`src/design/srp_pkg.sv`:
```
// shared types, constants and scaling functions for the servo ramp profiler
package srp_pkg;

  localparam int DEG_W  = 7;
  localparam int PCT_W  = 7;
  localparam int MPD_W  = 10;
  localparam int LEN_W  = 17;
  localparam int TIME_W = 32;
  localparam int NUM_W  = 24;
  localparam int ALU_W  = 25;
  localparam int CNT_W  = 5;

  localparam logic [DEG_W-1:0] MAX_DEG     = 7'd90;
  localparam logic [DEG_W-1:0] FOLLOW_HYST = 7'd2;
  localparam logic [1:0]       MODE_AUTO   = 2'd1;
  localparam logic [1:0]       MODE_UNCONN = 2'd2;
  localparam logic [MPD_W-1:0] MPD_RESET   = 10'd10;

  // reciprocal constants, 16 fractional bits
  localparam logic [16:0] PCT2DEG_K = 17'd58983;
  localparam logic [16:0] DEG2PCT_K = 17'd72818;

  typedef struct packed {
    logic [TIME_W-1:0] now_ms;
    logic [1:0]        mode;
    logic              pot_changed;
    logic [PCT_W-1:0]  pot_percent;
    logic              remote_valid;
    logic [DEG_W-1:0]  remote_angle;
  } srp_in_t;

  typedef struct packed {
    logic [DEG_W-1:0] servo_angle;
    logic [PCT_W-1:0] display_percent;
  } srp_out_t;

  typedef struct packed {
    logic             idle;
    logic             done;
    logic [DEG_W-1:0] angle;
  } srp_stat_t;

  function automatic logic [DEG_W-1:0] clamp_deg(input logic [DEG_W-1:0] v);
    return (v > MAX_DEG) ? MAX_DEG : v;
  endfunction

  // floor(p*90/100)
  function automatic logic [DEG_W-1:0] pct_to_deg(input logic [PCT_W-1:0] p);
    logic [23:0] prod;
    prod = {17'd0, p} * {7'd0, PCT2DEG_K};
    return clamp_deg(prod[22:16]);
  endfunction

  // floor(x*100/90) for x up to 90
  function automatic logic [PCT_W-1:0] deg_to_pct(input logic [DEG_W-1:0] x);
    logic [23:0] prod;
    prod = {17'd0, x} * {7'd0, DEG2PCT_K};
    return prod[22:16];
  endfunction

endpackage

```
`src/design/servo_ramp_profiler_unit.sv`:
```
// top level of the servo ramp profiler: handshakes, config register, result register
// One request is one tick. When the tick takes a new target, a 7-step shift-add product
// of travel and the ramp rate in ms per degree gives the ramp length. When the angle is
// interpolated along a ramp, a 7-step product dt*span, a 24-step restoring divide and
// one step to form the angle follow. The multiply and divide steps share one adder.
// in_stall stays high while a tick is in work. The result waits in an output register,
// and the next request is taken once that result has moved into it. The ramp rate resets
// to 10 and is written through cfg_wr_en / cfg_wr_data; the user must write it only while
// the block is idle, as the block itself does not enforce this.
module servo_ramp_profiler_unit import srp_pkg::*; (
  input  logic             clk,
  input  logic             rst_n,
  input  logic             in_valid,
  output logic             in_stall,
  input  srp_in_t          in_data,
  output logic             out_valid,
  input  logic             out_stall,
  output srp_out_t         out_data,
  input  logic             cfg_wr_en,
  input  logic [MPD_W-1:0] cfg_wr_data
);

  logic [MPD_W-1:0] mpd_r;
  logic             out_valid_r;
  srp_out_t         out_data_r;
  logic             out_free;
  logic             start;
  srp_stat_t        stat;

  assign out_free = !out_valid_r || !out_stall;
  assign start    = in_valid && stat.idle;
  assign in_stall = !stat.idle;

  always_ff @(posedge clk) begin
    if (!rst_n) begin
      mpd_r <= MPD_RESET;
    end else if (cfg_wr_en) begin
      mpd_r <= cfg_wr_data;
    end
  end

  always_ff @(posedge clk) begin
    if (!rst_n) begin
      out_valid_r <= 1'b0;
    end else if (stat.done) begin
      out_valid_r <= 1'b1;
    end else if (!out_stall) begin
      out_valid_r <= 1'b0;
    end
  end

  always_ff @(posedge clk) begin
    if (stat.done) begin
      out_data_r.servo_angle     <= stat.angle;
      out_data_r.display_percent <= deg_to_pct(stat.angle);
    end
  end

  srp_core u_core (
    .clk      (clk),
    .rst_n    (rst_n),
    .start    (start),
    .item     (in_data),
    .out_free (out_free),
    .mpd      (mpd_r),
    .stat     (stat)
  );

  assign out_valid = out_valid_r;
  assign out_data  = out_data_r;

endmodule

```
`src/design/srp_alu.sv`:
```
// shared adder/subtractor used by the multiply and divide iterations
module srp_alu import srp_pkg::*; (
  input  logic [ALU_W-1:0] a,
  input  logic [ALU_W-1:0] b,
  input  logic             sub,
  output logic [ALU_W-1:0] sum,
  output logic             carry
);

  logic [ALU_W-1:0] b_op;

  assign b_op = sub ? ~b : b;
  assign {carry, sum} = {1'b0, a} + {1'b0, b_op} + {{ALU_W{1'b0}}, sub};

endmodule

```
`src/design/srp_core.sv`:
```
// target selection, ramp state and sequencer around the shared alu
module srp_core import srp_pkg::*; (
  input  logic             clk,
  input  logic             rst_n,
  input  logic             start,
  input  srp_in_t          item,
  input  logic             out_free,
  input  logic [MPD_W-1:0] mpd,
  output srp_stat_t        stat
);

  typedef enum logic [6:0] {
    S_IDLE = 7'b0000001,
    S_LEN  = 7'b0000010,
    S_CHK  = 7'b0000100,
    S_MUL  = 7'b0001000,
    S_DIV  = 7'b0010000,
    S_FIN  = 7'b0100000,
    S_DONE = 7'b1000000
  } state_t;

  state_t            state_r;
  logic [DEG_W-1:0]  target_r;
  logic [DEG_W-1:0]  last_r;
  logic [DEG_W-1:0]  start_deg_r;
  logic [DEG_W-1:0]  cmd_r;
  logic [TIME_W-1:0] start_time_r;
  logic [LEN_W-1:0]  len_r;
  logic              pend_r;
  logic [DEG_W-1:0]  latch_r;
  logic [TIME_W-1:0] now_r;
  logic [NUM_W-1:0]  acc_r;
  logic [NUM_W-1:0]  mcand_r;
  logic [DEG_W-1:0]  mplier_r;
  logic [LEN_W:0]    rem_r;
  logic [NUM_W-1:0]  qr_r;
  logic [CNT_W-1:0]  cnt_r;

  logic [DEG_W-1:0]  remote_c;
  logic [DEG_W-1:0]  latch_c;
  logic              pend_c;
  logic              take_c;
  logic              set_last_c;
  logic              clr_pend_c;
  logic [DEG_W-1:0]  new_tgt_c;
  logic [DEG_W-1:0]  follow_diff_c;
  logic [DEG_W-1:0]  span_new_c;
  logic [DEG_W-1:0]  span_c;
  logic [TIME_W-1:0] dt_c;
  logic              in_ramp_c;
  logic [NUM_W-1:0]  acc_step_c;
  logic [LEN_W:0]    trial_c;
  logic [ALU_W-1:0]  alu_a;
  logic [ALU_W-1:0]  alu_b;
  logic              alu_sub;
  logic [ALU_W-1:0]  alu_sum;
  logic              alu_carry;
  logic [7:0]        q8_c;
  logic [7:0]        up_c;
  logic [8:0]        down_c;
  logic [DEG_W-1:0]  ramp_angle_c;

  // target selection for the request being accepted
  always_comb begin
    remote_c   = clamp_deg(item.remote_angle);
    latch_c    = item.remote_valid ? remote_c : latch_r;
    pend_c     = item.remote_valid | pend_r;
    take_c     = 1'b0;
    set_last_c = 1'b0;
    clr_pend_c = 1'b0;
    new_tgt_c  = target_r;
    follow_diff_c = (remote_c >= last_r) ? (remote_c - last_r) : (last_r - remote_c);
    if (item.mode != MODE_AUTO) begin
      if (item.pot_changed) begin
        take_c     = 1'b1;
        set_last_c = 1'b1;
        new_tgt_c  = pct_to_deg(item.pot_percent);
      end else if (pend_c && (item.mode != MODE_UNCONN)) begin
        take_c     = 1'b1;
        clr_pend_c = 1'b1;
        new_tgt_c  = latch_c;
      end
    end else if (follow_diff_c >= FOLLOW_HYST) begin
      take_c     = 1'b1;
      set_last_c = 1'b1;
      new_tgt_c  = remote_c;
    end
  end

  assign span_new_c = (new_tgt_c >= cmd_r) ? (new_tgt_c - cmd_r) : (cmd_r - new_tgt_c);
  assign span_c = (target_r >= start_deg_r) ? (target_r - start_deg_r)
                                            : (start_deg_r - target_r);

  assign dt_c = now_r - start_time_r;
  assign in_ramp_c = (dt_c[TIME_W-1:LEN_W] == '0) && (dt_c[LEN_W-1:0] <= len_r);

  assign trial_c = {rem_r[LEN_W-1:0], qr_r[NUM_W-1]};

  always_comb begin
    if (state_r == S_DIV) begin
      alu_a   = {{(ALU_W-LEN_W-1){1'b0}}, trial_c};
      alu_b   = {{(ALU_W-LEN_W){1'b0}}, len_r};
      alu_sub = 1'b1;
    end else begin
      alu_a   = {1'b0, acc_r};
      alu_b   = {1'b0, mcand_r};
      alu_sub = 1'b0;
    end
  end

  srp_alu u_alu (
    .a     (alu_a),
    .b     (alu_b),
    .sub   (alu_sub),
    .sum   (alu_sum),
    .carry (alu_carry)
  );

  assign acc_step_c = mplier_r[0] ? alu_sum[NUM_W-1:0] : acc_r;

  // quotient never exceeds the span, so eight bits hold it
  always_comb begin
    q8_c   = qr_r[7:0];
    up_c   = {1'b0, start_deg_r} + q8_c;
    down_c = {1'b0, q8_c} + {8'd0, (rem_r != '0)};
    if (target_r >= start_deg_r) begin
      ramp_angle_c = (up_c > {1'b0, MAX_DEG}) ? MAX_DEG : up_c[DEG_W-1:0];
    end else if (down_c >= {2'b00, start_deg_r}) begin
      ramp_angle_c = '0;
    end else begin
      ramp_angle_c = clamp_deg(start_deg_r - down_c[DEG_W-1:0]);
    end
  end

  always_ff @(posedge clk) begin
    if (!rst_n) begin
      state_r      <= S_IDLE;
      target_r     <= '0;
      last_r       <= '0;
      start_deg_r  <= '0;
      cmd_r        <= '0;
      start_time_r <= '0;
      len_r        <= '0;
      pend_r       <= 1'b0;
      latch_r      <= '0;
    end else begin
      case (state_r)
        S_IDLE: begin
          if (start) begin
            latch_r <= latch_c;
            pend_r  <= clr_pend_c ? 1'b0 : pend_c;
            now_r   <= item.now_ms;
            if (take_c) begin
              target_r     <= new_tgt_c;
              start_deg_r  <= cmd_r;
              start_time_r <= item.now_ms;
              acc_r        <= '0;
              mcand_r      <= {{(NUM_W-MPD_W){1'b0}}, mpd};
              mplier_r     <= span_new_c;
              cnt_r        <= '0;
              state_r      <= S_LEN;
            end else begin
              state_r <= S_CHK;
            end
            if (set_last_c) begin
              last_r <= new_tgt_c;
            end
          end
        end
        S_LEN: begin
          acc_r    <= acc_step_c;
          mcand_r  <= {mcand_r[NUM_W-2:0], 1'b0};
          mplier_r <= {1'b0, mplier_r[DEG_W-1:1]};
          cnt_r    <= cnt_r + 1'b1;
          if (cnt_r == CNT_W'(DEG_W-1)) begin
            len_r   <= (acc_step_c == '0) ? LEN_W'(1) : acc_step_c[LEN_W-1:0];
            state_r <= S_CHK;
          end
        end
        S_CHK: begin
          if (in_ramp_c && (cmd_r != target_r)) begin
            acc_r    <= '0;
            mcand_r  <= {{(NUM_W-LEN_W){1'b0}}, dt_c[LEN_W-1:0]};
            mplier_r <= span_c;
            cnt_r    <= '0;
            state_r  <= S_MUL;
          end else begin
            cmd_r   <= target_r;
            state_r <= S_DONE;
          end
        end
        S_MUL: begin
          acc_r    <= acc_step_c;
          mcand_r  <= {mcand_r[NUM_W-2:0], 1'b0};
          mplier_r <= {1'b0, mplier_r[DEG_W-1:1]};
          if (cnt_r == CNT_W'(DEG_W-1)) begin
            qr_r    <= acc_step_c;
            rem_r   <= '0;
            cnt_r   <= '0;
            state_r <= S_DIV;
          end else begin
            cnt_r <= cnt_r + 1'b1;
          end
        end
        S_DIV: begin
          rem_r <= alu_carry ? alu_sum[LEN_W:0] : trial_c;
          qr_r  <= {qr_r[NUM_W-2:0], alu_carry};
          cnt_r <= cnt_r + 1'b1;
          if (cnt_r == CNT_W'(NUM_W-1)) begin
            state_r <= S_FIN;
          end
        end
        S_FIN: begin
          cmd_r   <= ramp_angle_c;
          state_r <= S_DONE;
        end
        S_DONE: begin
          if (out_free) begin
            state_r <= S_IDLE;
          end
        end
        default: begin
          state_r <= S_IDLE;
        end
      endcase
    end
  end

  assign stat.idle  = (state_r == S_IDLE);
  assign stat.done  = (state_r == S_DONE) && out_free;
  assign stat.angle = cmd_r;

  a_done_to_idle: assert property (@(posedge clk) disable iff (!rst_n)
    stat.done |=> (state_r == S_IDLE))
    else $error("sequencer did not return to idle after result");

  a_angle_range: assert property (@(posedge clk) disable iff (!rst_n)
    cmd_r <= MAX_DEG)
    else $error("commanded angle out of range");

  a_div_len: assert property (@(posedge clk) disable iff (!rst_n)
    (state_r == S_DIV) |-> (len_r != '0))
    else $error("divide started with zero ramp length");

  a_mul_moving: assert property (@(posedge clk) disable iff (!rst_n)
    (state_r == S_MUL) |-> (cmd_r != target_r))
    else $error("ramp interpolation with angle already at target");

endmodule
```
`config.mk`:
```
export PLATFORM = sky130hd
export DESIGN_NAME = servo_ramp_profiler_unit
export DESIGN_NICKNAME = d
export VERILOG_FILES = /design/src/design/srp_pkg.sv /design/src/design/servo_ramp_profiler_unit.sv /design/src/design/srp_alu.sv /design/src/design/srp_core.sv
export SDC_FILE = /design/constraint.sdc
export NUM_CORES = 1
export LEC_CHECK = 0
export CAP_MARGIN = 20
export CORE_UTILIZATION = 60
export CTS_CLUSTER_SIZE = 14
export DETAILED_ROUTE_END_ITERATION = 10
export DONT_BUFFER_PORTS = 1
export PLACE_DENSITY = 0.74
export RECOVER_POWER = 25
export SYNTH_ARGS = -nofsm -noshare
export SYNTH_HDL_FRONTEND = slang
export SYNTH_SLANG_ARGS = --single-unit
```
`constraint.sdc`:
```
create_clock -name clk -period 20 [get_ports clk]
set_clock_uncertainty 0.1 [all_clocks]
set_input_delay 3 -clock clk [delete_from_list [all_inputs] [get_ports clk]]
set_output_delay 3 -clock clk [all_outputs]
set_load 0.05 [all_outputs]
```
==> results of run 1 <==
==> registers in the layout, summed over array words and instances (netlist names), 14 cells and up <==
name	count
u_core.mcand_r	24
u_core.now_r	32
u_core.qr_r	24
u_core.acc_r	24
u_core.start_time_r	32
u_core.len_r	17
out_data	14
u_core.rem_r	18
==> tightest hold or removal path, cell delays in order, from the launching register on <==
cell and delay [ns]:
dfxtp_1 0.31, inv_1 0.05, a21oi_1 0.05
==> cells in the mapped netlist, types with 27 or more instances <==
cell type  count
edfxtp_1     148
nand3_1       43
dfxtp_1      103
nor2_1       192
clkbuf_1      87
mux2i_1       58
a21oi_1      201
nor3_1        32
a31oi_1       27
inv_1        191
fa_1          38
a211oi_1      37
xnor2_1       47
a21o_1        63
o21ai_0      105
nand2_1      274
xor2_1        40
ha_1         234
==> cells in the final DEF, fill, tap and decap left out, types with 21 or more instances in the layout <==
cell type,n
nor2_1,189
edfxtp_1,148
xnor2_1,47
inv_1,192
o21ai_0,105
ha_1,234
a31oi_1,27
o21a_1,21
a21o_1,63
dfxtp_1,103
nor2b_1,23
clkbuf_16,29
a21oi_1,201
mux2i_1,58
nand2_1,274
nor3_1,33
fa_1,38
a211oi_1,37
nand3_1,43
nand2b_1,23
xor2_1,40
==> path summary, 6_finish.rpt <==
kind                         from                 end  depth (start not counted)
setup / recovery      in_data[12]  u_core.mplier_r[6]                         26
hold / removal      u_core.pend_r       u_core.pend_r                          2
setup reg to reg  u_core.now_r[0]  u_core.mcand_r[23]                         21
hold reg to reg     u_core.pend_r       u_core.pend_r                          2
==> kinds of logic (layout without fill, tap and decap cells) <==
logic type / count (synthesis) / in the layout / share of synthesized area
simple gates: 716 / 716 / 0.165
compound gates: 639 / 639 / 0.208
buf+inv: 292 / 268 / 0.0546
fa+ha+maj: 272 / 272 / 0.183
flops: 251 / 251 / 0.322
xor+xnor: 87 / 87 / 0.0377
mux: 60 / 60 / 0.0300
==> routing by layer <==
layer / up-vias / GRT usage / part of all wire
met5: - / 0 / 0.00028
met4: 2 / 0.0899 / 0.025
met3: 112 / 0.0552 / 0.080
met2: 668 / 0.498 / 0.44
met1: 8231 / 0.438 / 0.45
li1: 8227 / - / -
==> power by group <==
group | internal, mW | switching, mW
clock | 0.325 | 0.220
sequential | 0.588 | 0.0225
combinational | 0.271 | 0.426
total | 1.18 | 0.668
==> area by class of cell <==
cell class                 count  area [um^2]  area share
tap                          442          553      0.0257
sequential                   251         6510       0.302
clock buffer                  36          772      0.0358
timing repair buffer          22          166     0.00772
clock inverter                17          196     0.00912
multi-input combinational   1774        12600       0.586
inverter                     193          724      0.0336
==> through the flow <==
stage	cells	hold slack [ns]
2_1_floorplan	2317	0.323
3_3_place_gp	2680	0.338
3_5_place_dp	2680	0.337
4_1_cts	2733	0.346
5_1_grt	2735	0.363
6_report	2735	0.347
==> impl_metrics.toml, run 1 <==
[global_routing]
grt_pass1_vias = 16600
antenna_found_initial = 1
grt_pass1_wl_um = 85900
track_usage = 0.314
grt-ovfl-total = 0
grt_max_degree = 66

[critical_path]
path_max_fanout = 9
crit_type = "in -> reg"
cp_slowest_cell = "a31oi_1"
crit_required_ns = 20.21
arrival_ns = 10.36
worst_setup_path_start_kind = "input port"
worst_setup_path_end_kind = "register"
rrSetupSlack_ns = 13.03
slowest_delay_ns = 0.73
cp_top_family = "compound AO/OA/AOI/OAI gates"
cp_num_buf_inv = 3

[drt]
dr_total_vias = 17200
wl_um = 53500
via_per_inst = 6.30
dr.pass1.iters = 6
drc_errors = 0
wl_per_cell_um = 19.6
drt_iter0_drc = 1505
ant_nets = 0

[synthesis]
yosysTopAreaCellShare = 0.220
synth_seq_cells = 251
yosysUniqueCellTypes = 85
yosysWarnings = 0
synth.area.top_cells = "edfxtp_1 (22%), ha_1 (14%), dfxtp_1 (10%)"
postSynthCellCount = 2317
synth_area_leader_cell = "edfxtp_1"
ys.flop_type = "edfxtp_1"
synth-seq-area-share = 0.322
syn_area_um2 = 20200
synthArstFlopShare = 0
syn-num-nets = 2654
synth-edff-count = 148
avgSynthCellArea_um2 = 8.72

[pwr]
vdd_drop_max_mv = 0.0720
power_mw = 1.85
leakage_nw = 9.12
powerDensity_nw_per_um2 = 86.0

[place]
preCtsSetupSlack_ns = 9.38
dpl-instance-area_um2 = 20600
hpwl_um = 39700
port_buffers = 0
place_congestion = 0.945

[die]
core_um2 = 32900
dieArea_um2 = 34400
io_pins = 81
rows = 66
fp.dieW_um = 185
die_h_um = 185
start_util = 0.615

[clock_network]
cts_tree = "yes"
htreeDepth = 1
root_buffer = "clkbuf_16"
cts_sinks = 251
clk_pin_slew_worst_paths_ns = 0.06
cts_setup_buffers = 0
insertion_delay_ns = 0.56
clock_path_buffers = 3
ctsHoldBuffers = 0
ctsResizeCount = 0
cts_buffers = 29

[run_status]
violations = "max-capacitance violations, max-slew violations"
run_status = "finished, violations left"

[timing]
post-route-period-util = 0.507
slew_headroom = -0.876
rsz0062_at_grt = "no"
fin_crit_ns = 10.15
hold_viol = 0
clock.fmax_mhz = 98.5
drv_slew = 147
fin_ws_ns = 9.85
setup-tns-final_ns = 0
tightestPinTransition_ns = 2.81
finalSetupViolCount = 0

[finish]
fin_nets = 2608
area_growth_pct = 6.67
fin_area_um2 = 21500
fillCellCount = 2767
utilization = 0.656
num_antenna_cells = 0
drive_gt1_frac = 0.0410

[min_path]
hold_class = "reg -> reg"

[run]
max-cap-violations = 4
Power figures use the tool's default switching activity.
==> inputs of run 2 (changes only) <==
--- a/config.mk
+++ b/config.mk
@@ -6,11 +6,11 @@
 export NUM_CORES = 1
 export LEC_CHECK = 0
 export CAP_MARGIN = 20
-export CORE_UTILIZATION = 60
+export CORE_UTILIZATION = 59
 export CTS_CLUSTER_SIZE = 14
 export DETAILED_ROUTE_END_ITERATION = 10
 export DONT_BUFFER_PORTS = 1
-export PLACE_DENSITY = 0.74
+export PLACE_DENSITY = 0.76
 export RECOVER_POWER = 25
 export SYNTH_ARGS = -nofsm -noshare
 export SYNTH_HDL_FRONTEND = slang
==> constraint.sdc (replaced) <==
create_clock -name clk -period 8.8 [get_ports clk]
set_clock_uncertainty 0.1 [all_clocks]
set_input_delay 1.32 -clock clk [delete_from_list [all_inputs] [get_ports clk]]
set_output_delay 1.32 -clock clk [all_outputs]
set_load 0.05 [all_outputs]
==> run 2 against run 1 <==
Against the previous run:
- largest power group unchanged
- sequential power is 130% higher
- critical path depth is 1 higher
- core utilization is 1.4 points lower
- worst setup slack worse by 9.2 ns
- worst hold slack better by 0.0038 ns
- clock-buffer cell count is 7 higher
- cell count is 0.22% higher
- combinational power is 130% higher
- non-clock buffer count is 1 higher
- critical path type unchanged
- the run still ends with max-capacitance violations, max-slew violations left
- die area is 1.7% higher
==> impl_metrics.toml, run 2 (same netlist as run 1, synthesis figures left out) <==
[clock_network]
cts_sinks = 251
htreeDepth = 1
cts_setup_buffers = 0
cts_buffers = 28
insertion_delay_ns = 0.57
clock_path_buffers = 3
root_buffer = "clkbuf_16"
ctsHoldBuffers = 0
clk_pin_slew_worst_paths_ns = 0.06
cts_tree = "yes"
ctsResizeCount = 0

[timing]
clock.fmax_mhz = 123
setup-tns-final_ns = 0
tightestPinTransition_ns = 2.53
fin_ws_ns = 0.679
drv_slew = 192
finalSetupViolCount = 0
slew_headroom = -0.689
hold_viol = 0
rsz0062_at_grt = "no"
hold_ws_ns = 0.351
fin_crit_ns = 8.12
post-route-period-util = 0.923

[run_status]
run_status = "finished, violations left"
violations = "max-capacitance violations, max-slew violations"

[die]
dieArea_um2 = 35000
start_util = 0.601
fp.dieW_um = 187
die_h_um = 187
core_um2 = 33600
io_pins = 81
rows = 67

[drt]
wl_um = 52100
via_per_inst = 6.21
drc_errors = 0
wl_per_cell_um = 19.0
dr.pass1.iters = 5
ant_nets = 0
dr_total_vias = 17000
drt_iter0_drc = 1416

[finish]
mostFrequentLayoutCell = "nand2_1"
utilization = 0.641
fillCellCount = 2836
fin_nets = 2608
final_cells = 2741
drive_gt1_frac = 0.0423
top_regs = "u_core.now_r: 32 flops, u_core.start_time_r: 32 flops"
final_cell_mix = "nand2_1 (274), ha_1 (234), a21oi_1 (201)"
area_growth_pct = 6.71
num_antenna_cells = 0

[pwr]
p_int_mw = 2.67
seq_power_share = 0.332
vdd_drop_max_mv = 0.174
p_comb_frac = 0.378
p_sw_mw = 1.51
leakage_nw = 9.11
powerDensity_nw_per_um2 = 194
clkPwrFrac = 0.291
switching_share = 0.361

[place]
port_buffers = 0
preCtsSetupSlack_ns = 0.222
hpwl_um = 38200
placed_cells = 2688
place_congestion = 0.944

[critical_path]
crit_required_ns = 8.99
worst_setup_path_end_kind = "register"
path_max_fanout = 8
arrival_ns = 8.31
crit_type = "in -> reg"
worst_setup_path_start_kind = "input port"

[global_routing]
grt_max_degree = 73
grt_pass1_vias = 16800
grt_pass1_wl_um = 84700
track_usage = 0.295
antenna_found_initial = 0
grt-ovfl-total = 0

[min_path]
hold_class = "reg -> reg"

[run]
max-cap-violations = 5
[run 2: cell types whose count changed in the layout (fill, tap and decap cells not counted), sizes merged]
cell,before,now
bufinv,4,1
clkinv,11,5
clkinvlp,2,3
clkbuf,43,49
buf,15,17
[run 2: through the flow]
step | instance area (um^2) | power [mW]
3_3_place_gp | 20600 | 2.91
4_1_cts | 21600 | 4.17
6_report | 21600 | 4.18
2_1_floorplan | 20200 | 2.58
5_1_grt | 21600 | 4.42
3_5_place_dp | 20600 | 2.95
[run 2: area by class of cell]
class | count | area, um^2 | area share
clock buffers | 43 | 882 | 0.0409
clock inverters | 9 | 80.1 | 0.00372
inverters | 193 | 724 | 0.0336
multi-input cells | 1774 | 12600 | 0.586
flip-flops and latches | 251 | 6510 | 0.302
well taps | 448 | 561 | 0.0260
repair buffers | 23 | 163 | 0.00755
[run 2: routing by layer]
| layer | GRT usage | up-vias | wire, um |
|---|---|---|---|
| met5 | 0 | - | 0 |
| met4 | 0.0917 | 0 | 1490 |
| met3 | 0.0484 | 99 | 3620 |
| met2 | 0.486 | 593 | 23900 |
| met1 | 0.397 | 8078 | 23100 |
| li1 | - | 8238 | - |
[run 2: worst max-delay path: stages]
cell	delay [ns]
fa_1	0.55
inv_1	0.06
fa_1	0.49
inv_1	0.04
ha_1	0.29
fa_1	0.44
ha_1	0.29
nand4_1	0.08
o21ai_0	0.43
a21boi_0	0.34
o31ai_1	0.41
a31oi_1	0.16
xor2_1	0.27
a211oi_1	0.32
a2bb2oi_1	0.41
inv_1	0.15
ha_1	0.33
a21oi_1	0.19
o21bai_1	0.10
a21o_1	0.20
a211o_1	0.29
a31oi_1	0.35
buf_4	0.23
mux2i_1	0.23
xnor2_1	0.08
a22oi_1	0.15
o21ai_0	0.11
[run 2: final timing paths]
path	start	end	slack (ns)	depth (start not counted)
max reg2reg	u_core.now_r[0]	u_core.acc_r[23]	1.53	21
max	in_data[12]	u_core.mplier_r[4]	0.68	27
min reg2reg	u_core.start_time_r[13]	u_core.start_time_r[13]	0.35	2
min	u_core.start_time_r[13]	u_core.start_time_r[13]	0.35	2
[run 2: power groups by stage]
stage,combinational [mW],clock (mW),sequential (mW)
5_1_grt,1.76,1.27,1.39
4_1_cts,1.56,1.23,1.39
3_5_place_dp,1.54,0,1.41
3_3_place_gp,1.50,0,1.41
2_1_floorplan,1.18,0,1.40
6_report,1.58,1.22,1.39
==> inputs of run 3 (changes only) <==
--- a/config.mk
+++ b/config.mk
@@ -6,11 +6,11 @@
 export NUM_CORES = 1
 export LEC_CHECK = 0
 export CAP_MARGIN = 20
-export CORE_UTILIZATION = 59
+export CORE_UTILIZATION = 60
 export CTS_CLUSTER_SIZE = 14
 export DETAILED_ROUTE_END_ITERATION = 10
 export DONT_BUFFER_PORTS = 1
-export PLACE_DENSITY = 0.76
+export PLACE_DENSITY = 0.74
 export RECOVER_POWER = 25
 export SYNTH_ARGS = -nofsm -noshare
 export SYNTH_HDL_FRONTEND = slang
==> constraint.sdc (replaced) <==
create_clock -name clk -period 9.6 [get_ports clk]
set_clock_uncertainty 0.1 [all_clocks]
set_input_delay 1.44 -clock clk [delete_from_list [all_inputs] [get_ports clk]]
set_output_delay 1.44 -clock clk [all_outputs]
set_load 0.05 [all_outputs]
==> run 3 against run 2 <==
Against the previous run:
- combinational power decreased by 9%
- the run still ends with max-capacitance violations, max-slew violations left
- total power decreased by 7.8%
- sequential share of layout area about the same
- critical path type unchanged
- via count increased by 0.91%
- largest power group unchanged
==> impl_metrics.toml, run 3 (same netlist as run 1, synthesis figures left out) <==
[run_status]
run_status = "finished, violations left"
violations = "max-capacitance violations, max-slew violations"

[timing]
post-route-period-util = 0.853
hold_viol = 0
slew_headroom = -0.840
rsz0062_at_grt = "no"
finalSetupViolCount = 0
setup-tns-final_ns = 0
tightestPinTransition_ns = 2.76
drv_slew = 85
clock.fmax_mhz = 122
fin_crit_ns = 8.19

[finish]
drive_gt1_frac = 0.0440
fin_nets = 2610
fillCellCount = 2822
area_growth_pct = 6.83
num_antenna_cells = 0
top_regs = "u_core.now_r: 32 flops, u_core.start_time_r: 32 flops"
final_cells = 2737
final_cell_mix = "nand2_1 (274), ha_1 (234), a21oi_1 (201)"
mostFrequentLayoutCell = "nand2_1"

[pwr]
p_sw_mw = 1.38
switching_share = 0.358
clkPwrFrac = 0.296
p_int_mw = 2.47
leakage_nw = 9.14
p_comb_frac = 0.374
vdd_drop_max_mv = 0.159
seq_power_share = 0.330
powerDensity_nw_per_um2 = 179

[drt]
wl_um = 53300
drc_errors = 0
via_per_inst = 6.27
dr_total_vias = 17200
ant_nets = 0
drt_iter0_drc = 1654
dr.pass1.iters = 5
wl_per_cell_um = 19.5

[die]
die_h_um = 185
core_um2 = 32900
start_util = 0.615
io_pins = 81
dieArea_um2 = 34400
fp.dieW_um = 185
rows = 66

[critical_path]
worst_setup_path_end_kind = "register"
arrival_ns = 8.41
worst_setup_path_start_kind = "input port"
crit_type = "in -> reg"
crit_required_ns = 9.82
path_max_fanout = 8

[clock_network]
ctsHoldBuffers = 0
htreeDepth = 1
ctsResizeCount = 0
clock_path_buffers = 3
cts_tree = "yes"
cts_sinks = 251
cts_setup_buffers = 0
clk_pin_slew_worst_paths_ns = 0.06
cts_buffers = 29
root_buffer = "clkbuf_16"
insertion_delay_ns = 0.57

[global_routing]
grt_pass1_vias = 16500
grt-ovfl-total = 0
grt_max_degree = 91
grt_pass1_wl_um = 85600
antenna_found_initial = 1
track_usage = 0.315

[place]
place_congestion = 0.983
port_buffers = 0
hpwl_um = 40200
placed_cells = 2684

[run]
max-cap-violations = 2

[min_path]
hold_class = "reg -> reg"
[run 3: changes by cell type in the layout (fill, tap and decap cells not counted), moves of 2 or more]
cell,delta
clkinv_4,+2
clkinv_2,+3
clkbuf_1,-4
bufinv_16,+3
clkinvlp_4,-2
clkbuf_16,-3
clkinv_1,+2
[run 3: power groups by stage]
stage	clock network [mW]	logic [mW]	registers, mW
final	1.14	1.44	1.27
after global routing	1.20	1.60	1.28
after CTS	1.15	1.43	1.27
after detailed placement	0	1.42	1.29
after global placement	0	1.38	1.29
after floorplan	0	1.09	1.28
[run 3: stage by stage]
step	instance area (um^2)	utilization	hold slack, ns	power (mW)	setup WS [ns]
5_1_grt	21600	0.657	0.370	4.07	0.878
3_5_place_dp	20600	0.627	0.345	2.71	0.848
6_report	21600	0.657	0.350	3.86	1.41
2_1_floorplan	20200	-	0.323	2.37	0.835
4_1_cts	21600	0.657	0.353	3.85	1.44
3_3_place_gp	20600	0.627	0.338	2.67	1.06
[run 3: critical path, cell delays in order]
cell and delay (ns):
fa_1 0.55, inv_1 0.06, fa_1 0.50, inv_1 0.04, ha_1 0.28, fa_1 0.38, ha_1 0.31, a21oi_1 0.16
o21a_1 0.11, o21ai_0 0.15, a21boi_0 0.51, o31ai_1 0.17, a31oi_1 0.23, xor2_1 0.56, a21oi_1 0.19, a211oi_1 0.46
ha_1 0.24, inv_1 0.06, a21oi_1 0.14, o21bai_1 0.11, a21o_1 0.20, a211o_1 0.29, a31oi_1 0.34, buf_4 0.23
mux2i_1 0.19, o211ai_1 0.12, xor2_1 0.16, a22o_1 0.23
[run 3: final cells by class]
type | instances | area, um^2 | area share
multi-input cells | 1774 | 12600 | 0.586
inverters | 193 | 724 | 0.0336
repair buffers | 24 | 179 | 0.00829
clock inverters | 17 | 195 | 0.00905
flip-flops and latches | 251 | 6510 | 0.302
well taps | 442 | 553 | 0.0256
clock buffers | 36 | 782 | 0.0362
[run 3: final timing paths]
check | startpoint | to | slack, ns | depth (start not counted)
max | in_data[12] | u_core.mplier_r[6] | 1.41 | 28
min | u_core.start_time_r[10] | u_core.start_time_r[10] | 0.35 | 2
max reg2reg | u_core.now_r[0] | u_core.mcand_r[22] | 2.36 | 21
min reg2reg | u_core.start_time_r[10] | u_core.start_time_r[10] | 0.35 | 2
[run 3: layer usage]
metal	GRT usage	share of wire
met1	0.442	0.45
met2	0.490	0.44
met3	0.0583	0.084
met4	0.0979	0.028
met5	0	0.00032
